File: src/rtl/ulcc_pkg.sv
// Shared types, constants and the code point length decode for the UTF-8 line clamp.
package ulcc_pkg;

   // Bytes that always survive and restart the per-line count.
   localparam logic [7:0] CHAR_LF = 8'h0A;
   localparam logic [7:0] CHAR_CR = 8'h0D;

   // Lead byte class masks and patterns.
   localparam logic [7:0] MASK_CONT  = 8'hC0;
   localparam logic [7:0] PAT_CONT   = 8'h80;
   localparam logic [7:0] MASK_LEAD2 = 8'hE0;
   localparam logic [7:0] PAT_LEAD2  = 8'hC0;
   localparam logic [7:0] MASK_LEAD3 = 8'hF0;
   localparam logic [7:0] PAT_LEAD3  = 8'hE0;
   localparam logic [7:0] MASK_LEAD4 = 8'hF8;
   localparam logic [7:0] PAT_LEAD4  = 8'hF0;

   // Configuration register indexes and reset values.
   localparam int CSR_INDEX_W = 1;
   localparam logic [CSR_INDEX_W-1:0] CSR_CLAMP_ENABLE  = 1'd0;
   localparam logic [CSR_INDEX_W-1:0] CSR_MAX_CODEPOINTS = 1'd1;
   localparam logic        CLAMP_ENABLE_RESET = 1'b1;
   localparam logic [15:0] MAX_CODEPOINTS_RESET = 16'd4096;
   localparam logic [15:0] COUNT_SATURATED = 16'hFFFF;

   // Window of undecided bytes plus the byte just taken in.
   localparam int WINDOW = 4;

   typedef logic [WINDOW-1:0][7:0] window_type;

   // Line state carried from one request to the next.
   typedef struct packed {
      window_type  held_bytes;
      logic [1:0]  held_count;
      logic [15:0] line_count;
   } line_state_type;

   // One result leaving the block.
   typedef struct packed {
      logic [7:0] byte_value;
      logic       kept;
      logic       final_of_text;
      logic       run_last;
   } result_type;

   typedef result_type [WINDOW-1:0] result_bundle_type;

   function automatic logic is_cont(input logic [7:0] b);
      return (b & MASK_CONT) == PAT_CONT;
   endfunction

   // Length of the code point starting at pos, or zero while still undecided.
   function automatic logic [2:0] head_len(input window_type b, input logic [2:0] pos,
                                           input logic [2:0] total, input logic flush);
      logic [7:0] lead;
      logic [2:0] need;
      logic [2:0] idx;
      logic [2:0] len;
      logic       done;
      lead = b[pos[1:0]];
      need = 3'd0;
      len  = 3'd1;
      done = 1'b0;
      if (lead >= 8'h80) begin
         if ((lead & MASK_LEAD2) == PAT_LEAD2) need = 3'd1;
         else if ((lead & MASK_LEAD3) == PAT_LEAD3) need = 3'd2;
         else if ((lead & MASK_LEAD4) == PAT_LEAD4) need = 3'd3;
      end
      // Check up to three continuation positions in turn.
      for (int i = 1; i <= 3; i++) begin
         idx = pos + 3'(i);
         if (!done && 3'(i) <= need) begin
            if (idx >= total) begin
               len  = flush ? 3'd1 : 3'd0;
               done = 1'b1;
            end else if (!is_cont(b[idx[1:0]])) begin
               len  = 3'd1;
               done = 1'b1;
            end
         end
      end
      if (!done) len = need + 3'd1;
      return len;
   endfunction

endpackage

File: src/rtl/utf8_line_codepoint_clamp.sv
// Top level of the per-line UTF-8 code point clamp with its stream ports and registers.
//
// Bytes of a text enter one request per cycle while req_tready is high. A lead
// byte is held until its continuation bytes are all present or a non-continuation
// byte shows that it stands alone, so each byte leaves with its kept flag up to
// three requests later; the request with tlast flushes everything held and starts
// a new text. A request is registered, decided in one pass, and its zero to four
// results are appended behind whatever still waits in a four-entry result
// register that drains one result per cycle while rsp_tready is high. The
// registered request moves on in any cycle in which its results fit beside those
// left after that cycle's output beat. Every byte yields exactly one result, so
// with rsp_tready held high the block takes one byte in every cycle. The first
// result of a request leaves only after passing the input register and the result
// register. rsp_tready reaches req_tready through combinational logic.
// The configuration port is always ready; write it only while the block is idle.
module utf8_line_codepoint_clamp (
   input  logic        clock,
   input  logic        reset,
   // Requests: text bytes.
   input  logic        req_tvalid,
   output logic        req_tready,
   input  logic [7:0]  req_tdata,   // [7:0] data_byte
   input  logic        req_tlast,   // text_end
   // Results: bytes with their kept flags.
   output logic        rsp_tvalid,
   input  logic        rsp_tready,
   output logic [7:0]  rsp_tdata,   // [7:0] byte_value
   output logic [1:0]  rsp_tuser,   // [0] kept, [1] run_last
   output logic        rsp_tlast,   // final_of_text
   // Configuration writes.
   input  logic        csr_valid,
   output logic        csr_ready,
   input  logic [ulcc_pkg::CSR_INDEX_W-1:0] csr_index,
   input  logic [15:0] csr_wdata
);

   logic        in_valid_ff, in_valid_in;
   logic [7:0]  in_byte_ff, in_byte_in;
   logic        in_end_ff, in_end_in;

   logic        clamp_enable_ff, clamp_enable_in;
   logic [15:0] max_codepoints_ff, max_codepoints_in;

   ulcc_pkg::window_type        held_bytes_ff, held_bytes_in;
   logic [1:0]                  held_count_ff, held_count_in;
   logic [15:0]                 line_count_ff, line_count_in;

   ulcc_pkg::result_bundle_type slots_ff, slots_in;
   logic [2:0]                  slot_count_ff, slot_count_in;

   ulcc_pkg::line_state_type    state_cur, state_nxt;
   ulcc_pkg::result_bundle_type step_results;
   logic [2:0]                  step_count;
   logic                        slots_free;
   logic                        load;
   logic                        rsp_fire;
   ulcc_pkg::result_bundle_type slots_left;
   logic [2:0]                  slot_base;
   logic [2:0]                  slot_pos;

   assign state_cur.held_bytes = held_bytes_ff;
   assign state_cur.held_count = held_count_ff;
   assign state_cur.line_count = line_count_ff;

   ulcc_step u_step (
      .state_cur      (state_cur),
      .data_byte      (in_byte_ff),
      .text_end       (in_end_ff),
      .clamp_enable   (clamp_enable_ff),
      .max_codepoints (max_codepoints_ff),
      .state_nxt      (state_nxt),
      .results        (step_results),
      .result_count   (step_count)
   );

   // Handshakes: the registered request moves on once its results fit in the result register.
   assign rsp_fire   = rsp_tvalid && rsp_tready;
   assign slot_base  = slot_count_ff - {2'b00, rsp_fire};
   assign slots_free = ({1'b0, slot_base} + {1'b0, step_count}) <= 4'd4;
   assign load       = in_valid_ff && slots_free;
   assign req_tready = !in_valid_ff || load;
   assign csr_ready  = 1'b1;

   // Result port shows the head of the result register.
   assign rsp_tvalid = (slot_count_ff != 3'd0);
   assign rsp_tdata  = slots_ff[0].byte_value;
   assign rsp_tuser  = {slots_ff[0].run_last, slots_ff[0].kept};
   assign rsp_tlast  = slots_ff[0].final_of_text;

   // Input register.
   always_comb begin
      in_valid_in = in_valid_ff;
      in_byte_in  = in_byte_ff;
      in_end_in   = in_end_ff;
      if (req_tready) begin
         in_valid_in = req_tvalid;
         in_byte_in  = req_tdata;
         in_end_in   = req_tlast;
      end
   end

   // Line state advances when a request is decided.
   always_comb begin
      held_bytes_in = held_bytes_ff;
      held_count_in = held_count_ff;
      line_count_in = line_count_ff;
      if (load) begin
         held_bytes_in = state_nxt.held_bytes;
         held_count_in = state_nxt.held_count;
         line_count_in = state_nxt.line_count;
      end
   end

   // Result register: shift one result out when it leaves, then append a whole run behind what is left.
   always_comb begin
      slots_left = slots_ff;
      if (rsp_fire) begin
         for (int j = 0; j < ulcc_pkg::WINDOW - 1; j++) slots_left[j] = slots_ff[j + 1];
      end
      slots_in      = slots_left;
      slot_count_in = slot_base;
      slot_pos      = 3'd0;
      if (load) begin
         for (int j = 0; j < ulcc_pkg::WINDOW; j++) begin
            slot_pos = 3'(j) - slot_base;
            if (3'(j) >= slot_base) slots_in[j] = step_results[slot_pos[1:0]];
         end
         slot_count_in = slot_base + step_count;
      end
   end

   // Configuration register decode.
   always_comb begin
      clamp_enable_in   = clamp_enable_ff;
      max_codepoints_in = max_codepoints_ff;
      if (csr_valid && csr_ready) begin
         unique case (csr_index)
            ulcc_pkg::CSR_CLAMP_ENABLE:   clamp_enable_in   = csr_wdata[0];
            ulcc_pkg::CSR_MAX_CODEPOINTS: max_codepoints_in = csr_wdata;
            default: ;
         endcase
      end
   end

   // Control and configuration registers.
   always_ff @(posedge clock) begin
      if (reset) begin
         in_valid_ff       <= 1'b0;
         held_count_ff     <= 2'd0;
         line_count_ff     <= 16'd0;
         slot_count_ff     <= 3'd0;
         clamp_enable_ff   <= ulcc_pkg::CLAMP_ENABLE_RESET;
         max_codepoints_ff <= ulcc_pkg::MAX_CODEPOINTS_RESET;
      end else begin
         in_valid_ff       <= in_valid_in;
         held_count_ff     <= held_count_in;
         line_count_ff     <= line_count_in;
         slot_count_ff     <= slot_count_in;
         clamp_enable_ff   <= clamp_enable_in;
         max_codepoints_ff <= max_codepoints_in;
      end
   end

   // Payload registers.
   always_ff @(posedge clock) begin
      in_byte_ff    <= in_byte_in;
      in_end_ff     <= in_end_in;
      held_bytes_ff <= held_bytes_in;
      slots_ff      <= slots_in;
   end

endmodule

File: src/rtl/ulcc_step.sv
// Single-pass decision logic: appends one byte, decides complete code points, updates the line.
module ulcc_step (
   input  ulcc_pkg::line_state_type    state_cur,
   input  logic [7:0]                  data_byte,
   input  logic                        text_end,
   input  logic                        clamp_enable,
   input  logic [15:0]                 max_codepoints,
   output ulcc_pkg::line_state_type    state_nxt,
   output ulcc_pkg::result_bundle_type results,
   output logic [2:0]                  result_count
);

   ulcc_pkg::window_type bytes_all;
   logic [2:0]  total;
   logic [2:0]  pos;
   logic [2:0]  len;
   logic [15:0] count;
   logic        stop;
   logic        keep_cp;
   logic [7:0]  lead;
   logic [ulcc_pkg::WINDOW-1:0] kept_flags;
   logic [2:0]  shift_idx;

   // Walk the window, deciding at most one code point per position.
   always_comb begin
      bytes_all = state_cur.held_bytes;
      bytes_all[state_cur.held_count] = data_byte;
      total      = {1'b0, state_cur.held_count} + 3'd1;
      pos        = 3'd0;
      count      = state_cur.line_count;
      stop       = 1'b0;
      kept_flags = '0;
      len        = 3'd0;
      keep_cp    = 1'b0;
      lead       = 8'h00;
      for (int d = 0; d < ulcc_pkg::WINDOW; d++) begin
         if (!stop && pos < total) begin
            len = ulcc_pkg::head_len(bytes_all, pos, total, text_end);
            if (len == 3'd0) begin
               stop = 1'b1;
            end else begin
               lead = bytes_all[pos[1:0]];
               if (lead == ulcc_pkg::CHAR_LF || lead == ulcc_pkg::CHAR_CR) begin
                  keep_cp = 1'b1;
                  count   = 16'd0;
               end else begin
                  keep_cp = !clamp_enable || (count < max_codepoints);
                  if (count != ulcc_pkg::COUNT_SATURATED) count = count + 16'd1;
               end
               for (int k = 0; k < ulcc_pkg::WINDOW; k++) begin
                  if (3'(k) >= pos && 3'(k) < pos + len) kept_flags[k] = keep_cp;
               end
               pos = pos + len;
            end
         end
      end
   end

   // Decided bytes leave in order; the last one closes the run.
   always_comb begin
      for (int k = 0; k < ulcc_pkg::WINDOW; k++) begin
         results[k].byte_value    = bytes_all[k];
         results[k].kept          = kept_flags[k];
         results[k].run_last      = (3'(k) + 3'd1 == pos);
         results[k].final_of_text = text_end && (3'(k) + 3'd1 == pos);
      end
      result_count = pos;
   end

   // Undecided bytes move to the front of the window.
   always_comb begin
      state_nxt.held_bytes = bytes_all;
      for (int j = 0; j < ulcc_pkg::WINDOW; j++) begin
         shift_idx = 3'(j) + pos;
         if (shift_idx < 3'(ulcc_pkg::WINDOW)) state_nxt.held_bytes[j] = bytes_all[shift_idx[1:0]];
      end
      shift_idx            = total - pos;
      state_nxt.held_count = text_end ? 2'd0 : shift_idx[1:0];
      state_nxt.line_count = text_end ? 16'd0 : count;
   end

endmodule
File: config.mk
export PLATFORM = sky130hd
export DESIGN_NAME = utf8_line_codepoint_clamp
export DESIGN_NICKNAME = d
export VERILOG_FILES = /design/src/rtl/ulcc_pkg.sv /design/src/rtl/utf8_line_codepoint_clamp.sv /design/src/rtl/ulcc_step.sv
export SDC_FILE = /design/constraint.sdc
export NUM_CORES = 1
export LEC_CHECK = 0
export BUFFER_PORTS_ARGS = -buffer_cell sky130_fd_sc_hd__buf_2
export CORE_MARGIN = 10
export CORE_UTILIZATION = 55
export CTS_CLUSTER_DIAMETER = 50
export DETAILED_ROUTE_END_ITERATION = 10
export PLACE_DENSITY = 0.72
export SKIP_CTS_REPAIR_TIMING = 1
export SYNTH_ARGS = -nofsm -noshare
export SYNTH_HDL_FRONTEND = slang
export SYNTH_SLANG_ARGS = --single-unit
export TNS_END_PERCENT = 1
File: constraint.sdc
create_clock -name clock -period 48.7 [get_ports clock]
set_input_delay 2.435 -clock clock [delete_from_list [all_inputs] [get_ports clock]]
set_output_delay 2.435 -clock clock [all_outputs]
set_load 0.01 [all_outputs]
# Word level (Yosys, flattened, before mapping)
# Index checks and enable logic that the tools add are counted.
dict set report op_classes {
  add_sub_neg 32
  order_cmp 95
  n_eq_ne 40
  n_mux 224
  n_bitwise 1
  n_reduce_logical 60
}
# op n
set op_table {}
lappend op_table {{$mux 16} 17}
lappend op_table {{$bmux 8 s2} 16}
lappend op_table {{$mux 3} 62}
lappend op_table {{$mux 8} 21}
lappend op_table {{$bmux 11 s2} 4}
lappend op_table {{$mux 1} 77}
lappend op_table {{$mux 11} 7}
lappend op_table {{$mux 33} 2}
lappend op_table {{$add 16x1->16 const B} 4}
lappend op_table {{$eq 8x4->1 const B} 8}
lappend op_table {{$lt 16x16->1} 4}
lappend op_table {{$ne 16x16->1 const B} 4}
lappend op_table {{$lt 2x3->1 const B} 21}
lappend op_table {{$bwmux 32} 1}
lappend op_table {{$ge 8x8->1 const B} 4}
lappend op_table {{$mux 4} 8}
lappend op_table {{$ge 2x3->1 const A} 10}
lappend op_table {{$logic_and 1x1->1} 30}
lappend op_table {{$ge 1x3->1 const A} 9}
lappend op_table {{$ge 3x3->1} 9}
lappend op_table {{$lt 1x3->1 const A} 9}
lappend op_table {{$eq 2x2->1 const B} 12}
lappend op_table {{$le 2x3->1 const A} 8}
lappend op_table {{$lt 2x3->1 const A} 8}
lappend op_table {{30 further kinds} 97}
dict set report totals {
  register_bits 124
  inputBits 31
  output_inout_bits 14
  word_cells 480
}

# Logic depth before layout (Yosys ltp)
dict set report depth {
  word_depth 106
  mapped_depth 84
}

# Cells and area by module
# Synthesis repeated with hierarchy kept, for this count alone.
dict set report hier_totals {
  cells_unflattened 1909
  area_unflattened_um2 15549.9
}
# mod n_inst cells_per_inst area_each_um2 seq_area_each_um2
set by_module_without_submodules {}
lappend by_module_without_submodules {ulcc_step 1 1460 9908.3 0.0}
lappend by_module_without_submodules {utf8_line_codepoint_clamp 1 449 5641.7 3002.9}

# Worst setup path after synthesis
# OpenSTA, ideal clock, no wires.
dict set report synth_path {
  path_kind {reg2out}
  from {reg held_count_ff[0]}
  to {out req_tready}
  t_arrival_ps 14483
  t_required_ps 46265
  path_slack_ps 31782
  stages_incl_launch_ff 71
  path_cell_list {dfxtp_1 > inv_1 > ha_1 > buf_6 > nand3b_4 > a222oi_1 > inv_1 > ha_1 > or3_1 > and4_1 > buf_2 > and2_1 > buf_2 > buf_2 > buf_1 > ha_1 > ha_1 > a21boi_0 > [... 35 more ...] > a21oi_1 > nor2_1 > a2111oi_0 > a311oi_2 > nor2_1 > ha_1 > inv_1 > fa_1 > inv_1 > nand3_1 > and3_1 > a211oi_4 > inv_1 > ha_1 > xor2_1 > a21oi_1 > a211oi_1 > nand2b_1}
}
dict set report synth_via {
  elab_chain_cells 103
  word_cells_on_any_way 255
}
# item line_no
set synth_rtl {}
lappend synth_rtl {{start, declared} utf8_line_codepoint_clamp.sv:45} ;# logic [1:0] held_count_ff, held_count_in;
lappend synth_rtl {{start signal, assigned} utf8_line_codepoint_clamp.sv:156} ;# held_count_ff <= held_count_in;
lappend synth_rtl {{branches (longest 98 deep; another with $ge 8x8->1)} n/a}
lappend synth_rtl {{$mux 3 *} ulcc_step.sv:37} ;# if (!stop && pos < total) begin
lappend synth_rtl {{$add 3x3->4 *} utf8_line_codepoint_clamp.sv:79} ;# assign slots_free = ({1'b0, slot_base} + {1'b0, step_count}) <= 4'd4;
lappend synth_rtl {{$le 4x3->1 *} utf8_line_codepoint_clamp.sv:79}
lappend synth_rtl {{$logic_and 1x1->1 *} utf8_line_codepoint_clamp.sv:80} ;# assign load = in_valid_ff && slots_free;
lappend synth_rtl {{$logic_or 1x1->1 *} utf8_line_codepoint_clamp.sv:81} ;# assign req_tready = !in_valid_ff || load;
lappend synth_rtl {{end, declared} utf8_line_codepoint_clamp.sv:21} ;# output logic req_tready,
# Every way passes the cells marked *. The select of a mux whose other input is x is not followed.

# Worst setup path in the final report
# Ends and elaborated chain as after synthesis.

==> metrics.txt <==
chip height between 150 and 200 um; post-synthesis async set-or-reset flop share 0; DR pass1 iterations 6; CTS tree yes; layout cells sized above 1 0.120; Global Route Usage Sum 0.315; post-synth top area cell ha_1; top-area cell type share of the netlist area 0.119; CORE AREA 28000 sq um; Post-Syn Area 15700 sq um; most common cell after layout, fill and taps aside nand2_1; Starting DRT DRC Count 2061; largest net degree at the start of global routing 41; Ant. Diodes 0; status complete, no violations; initial antenna violation count 0; CP required about 46 ns; mean post-synth cell area 7.77 sq um; Hold Slack about 0.45 ns; Slew Viols, Final 0; Post-Syn Instances roughly 2000; # DRC 0; EDFF count, synth 52; Synth-to-Final Area Change 5.96%; nets 2190; vias in the first global route roughly 16000; predominant post-synthesis flop cell dfxtp_1; RSZ-0062 raised after global routing false; FILL cells roughly 2600; minimum clock period about 21 ns; DR vias 16600; Clock Root Buffer clkbuf_16; worst-margin pin slew roughly 1.1 ns; gpl congestion 0.991; total die area 35800 sq um; slowest CP cell ha_1; critical path endpoint category primary output; Std-Cell Rows just over 60; first-pass GRT wire length 89800 um; critical path type reg2out; setup TNS 0 ns; Fin. Hold Viols 0; Fmax achieved between 40 and 50 MHz; Layout Skew about 0.011 ns; Synth Net Count 2212; fin util 0.596; Port Buffers 43; max-cap viol count 0; DRT antenna net count 0; final setup vio count 0; CTS Buffer Depth 2; Critical Path Start Type flip-flop; CP max FO 22; H-tree levels 4; Period Utilization, post-route 0.434; #FFs+latches synth ~120; Overflow after GRT 0; YS warnings 0; Rel. slew slack 0.242; routed length per instance ~24 um; synth unique cells roughly 120; Critical Path AT approximately 19 ns; Routed WL 58200 um; CTS Buf Count 17; sequential area share after synthesis 0.191; Clk Latency, worst-skew pair 0.43 ns; synth top area cells ha_1 (12%), edfxtp_1 (9.9%), dfxtp_1 (9.2%); Hold/Removal Path Class reg2reg; Crit path largest cell delay 0.91 ns; post-DP HPWL 43600 um; Clock Pin Slew Worst Setup and Hold Paths about 0.060 ns; Top Ports 45; clock sink count between 100 and 150; Starting Density 0.562; most frequent cells in the layout nand2_1 (282), a21oi_1 (158), nor2_1 (155), ha_1 (150), inv_1 (93); vias per std cell slightly below 7; Crit path top cell by count ha_1; Die X 189 um
==> registers in the layout (all words and copies together) (netlist names) <==
signal / flops
in_end_ff: 1
held_count_ff: 2
line_count_ff: 16
in_byte_ff: 8
slot_count_ff: 3
rsp_tlast: 1
in_valid_ff: 1
clamp_enable_ff: 1
slots_ff: 33
max_codepoints_ff: 16
rsp_tdata: 8
held_bytes_ff: 32
rsp_tuser: 2
==> kinds of logic (layout without fill, tap and decap cells) <==
| group | count (synthesis) | after routing | synth area share |
|---|---|---|---|
| and+or+nand+nor | 767 | 767 | 0.239 |
| AOI/OAI and AO/OA | 626 | 626 | 0.279 |
| buffers and inverters | 219 | 210 | 0.0607 |
| adders and majority gates | 154 | 154 | 0.124 |
| DFF | 124 | 124 | 0.191 |
| muxes | 101 | 101 | 0.0857 |
| xor gates and xnor gates | 35 | 35 | 0.0203 |
| other | 1 | 1 | 0.000238 |
==> layout make-up <==
class                      count  area [sq um]  share of cell area
multi-input combinational   1684         11800               0.707
sequential                   124          3000               0.180
clock buffer                  20           479              0.0287
tap                          378           473              0.0283
timing repair buffer          73           440              0.0264
inverter                     105           398              0.0238
clock inverter                12          98.8             0.00592
==> synthesized netlist by cell type (32+ instances only) <==
library cell  count
clkbuf_1         53
mux2i_1          44
inv_1            93
nand3_1          48
a211oi_1         32
nor2_1          155
a21o_1           40
a21oi_1         158
nor3_1           62
o21ai_0          84
edfxtp_1         52
nand2_1         282
dfxtp_1          72
a31oi_1          45
ha_1            150
==> per-stage QoR <==
| step | setup slack (ns) | cell area (sq um) | cells |
|---|---|---|---|
| 3_3_place_gp | 29.17 | 16100 | 2364 |
| 3_5_place_dp | 28.50 | 16100 | 2364 |
| 5_1_grt | 26.36 | 16700 | 2396 |
| 2_1_floorplan | 31.78 | 15700 | 2027 |
| 4_1_cts | 28.00 | 16700 | 2396 |
| 6_report | 27.55 | 16700 | 2396 |
==> critical path, delay by kind of cell (launching register included) <==
kind,cells,cell delay [ns]
buffers and inverters,9,1.99
AND/OR/NAND/NOR,18,4.82
adder cells (fa/ha/maj),13,5.22
flip-flops,1,0.39
XOR/XNOR,1,0.18
AO/OA/AOI/OAI,17,5.13
multiplexers,1,0.50
==> path summary, 6_finish.rpt <==
check / startpoint / endpoint / slack, ns / depth (start not counted)
hold / removal: max_codepoints_ff[6] / max_codepoints_ff[6] / 0.45 / 2
setup reg to reg: held_count_ff[0] / line_count_ff[2] / 29.32 / 64
hold reg to reg: max_codepoints_ff[6] / max_codepoints_ff[6] / 0.45 / 2
setup / recovery: held_count_ff[0] / req_tready / 27.55 / 59
==> metal layers <==
metal  share of wire  wire (um)  track usage
met1            0.39      22700        0.389
met2            0.45      26100        0.510
met3           0.091       5270       0.0478
met4           0.069       4040        0.192
met5               0          0            0
Power is left out: the tool's default activity adds up to more than one toggle a clock period on the data nets, which glitch-free logic cannot reach.
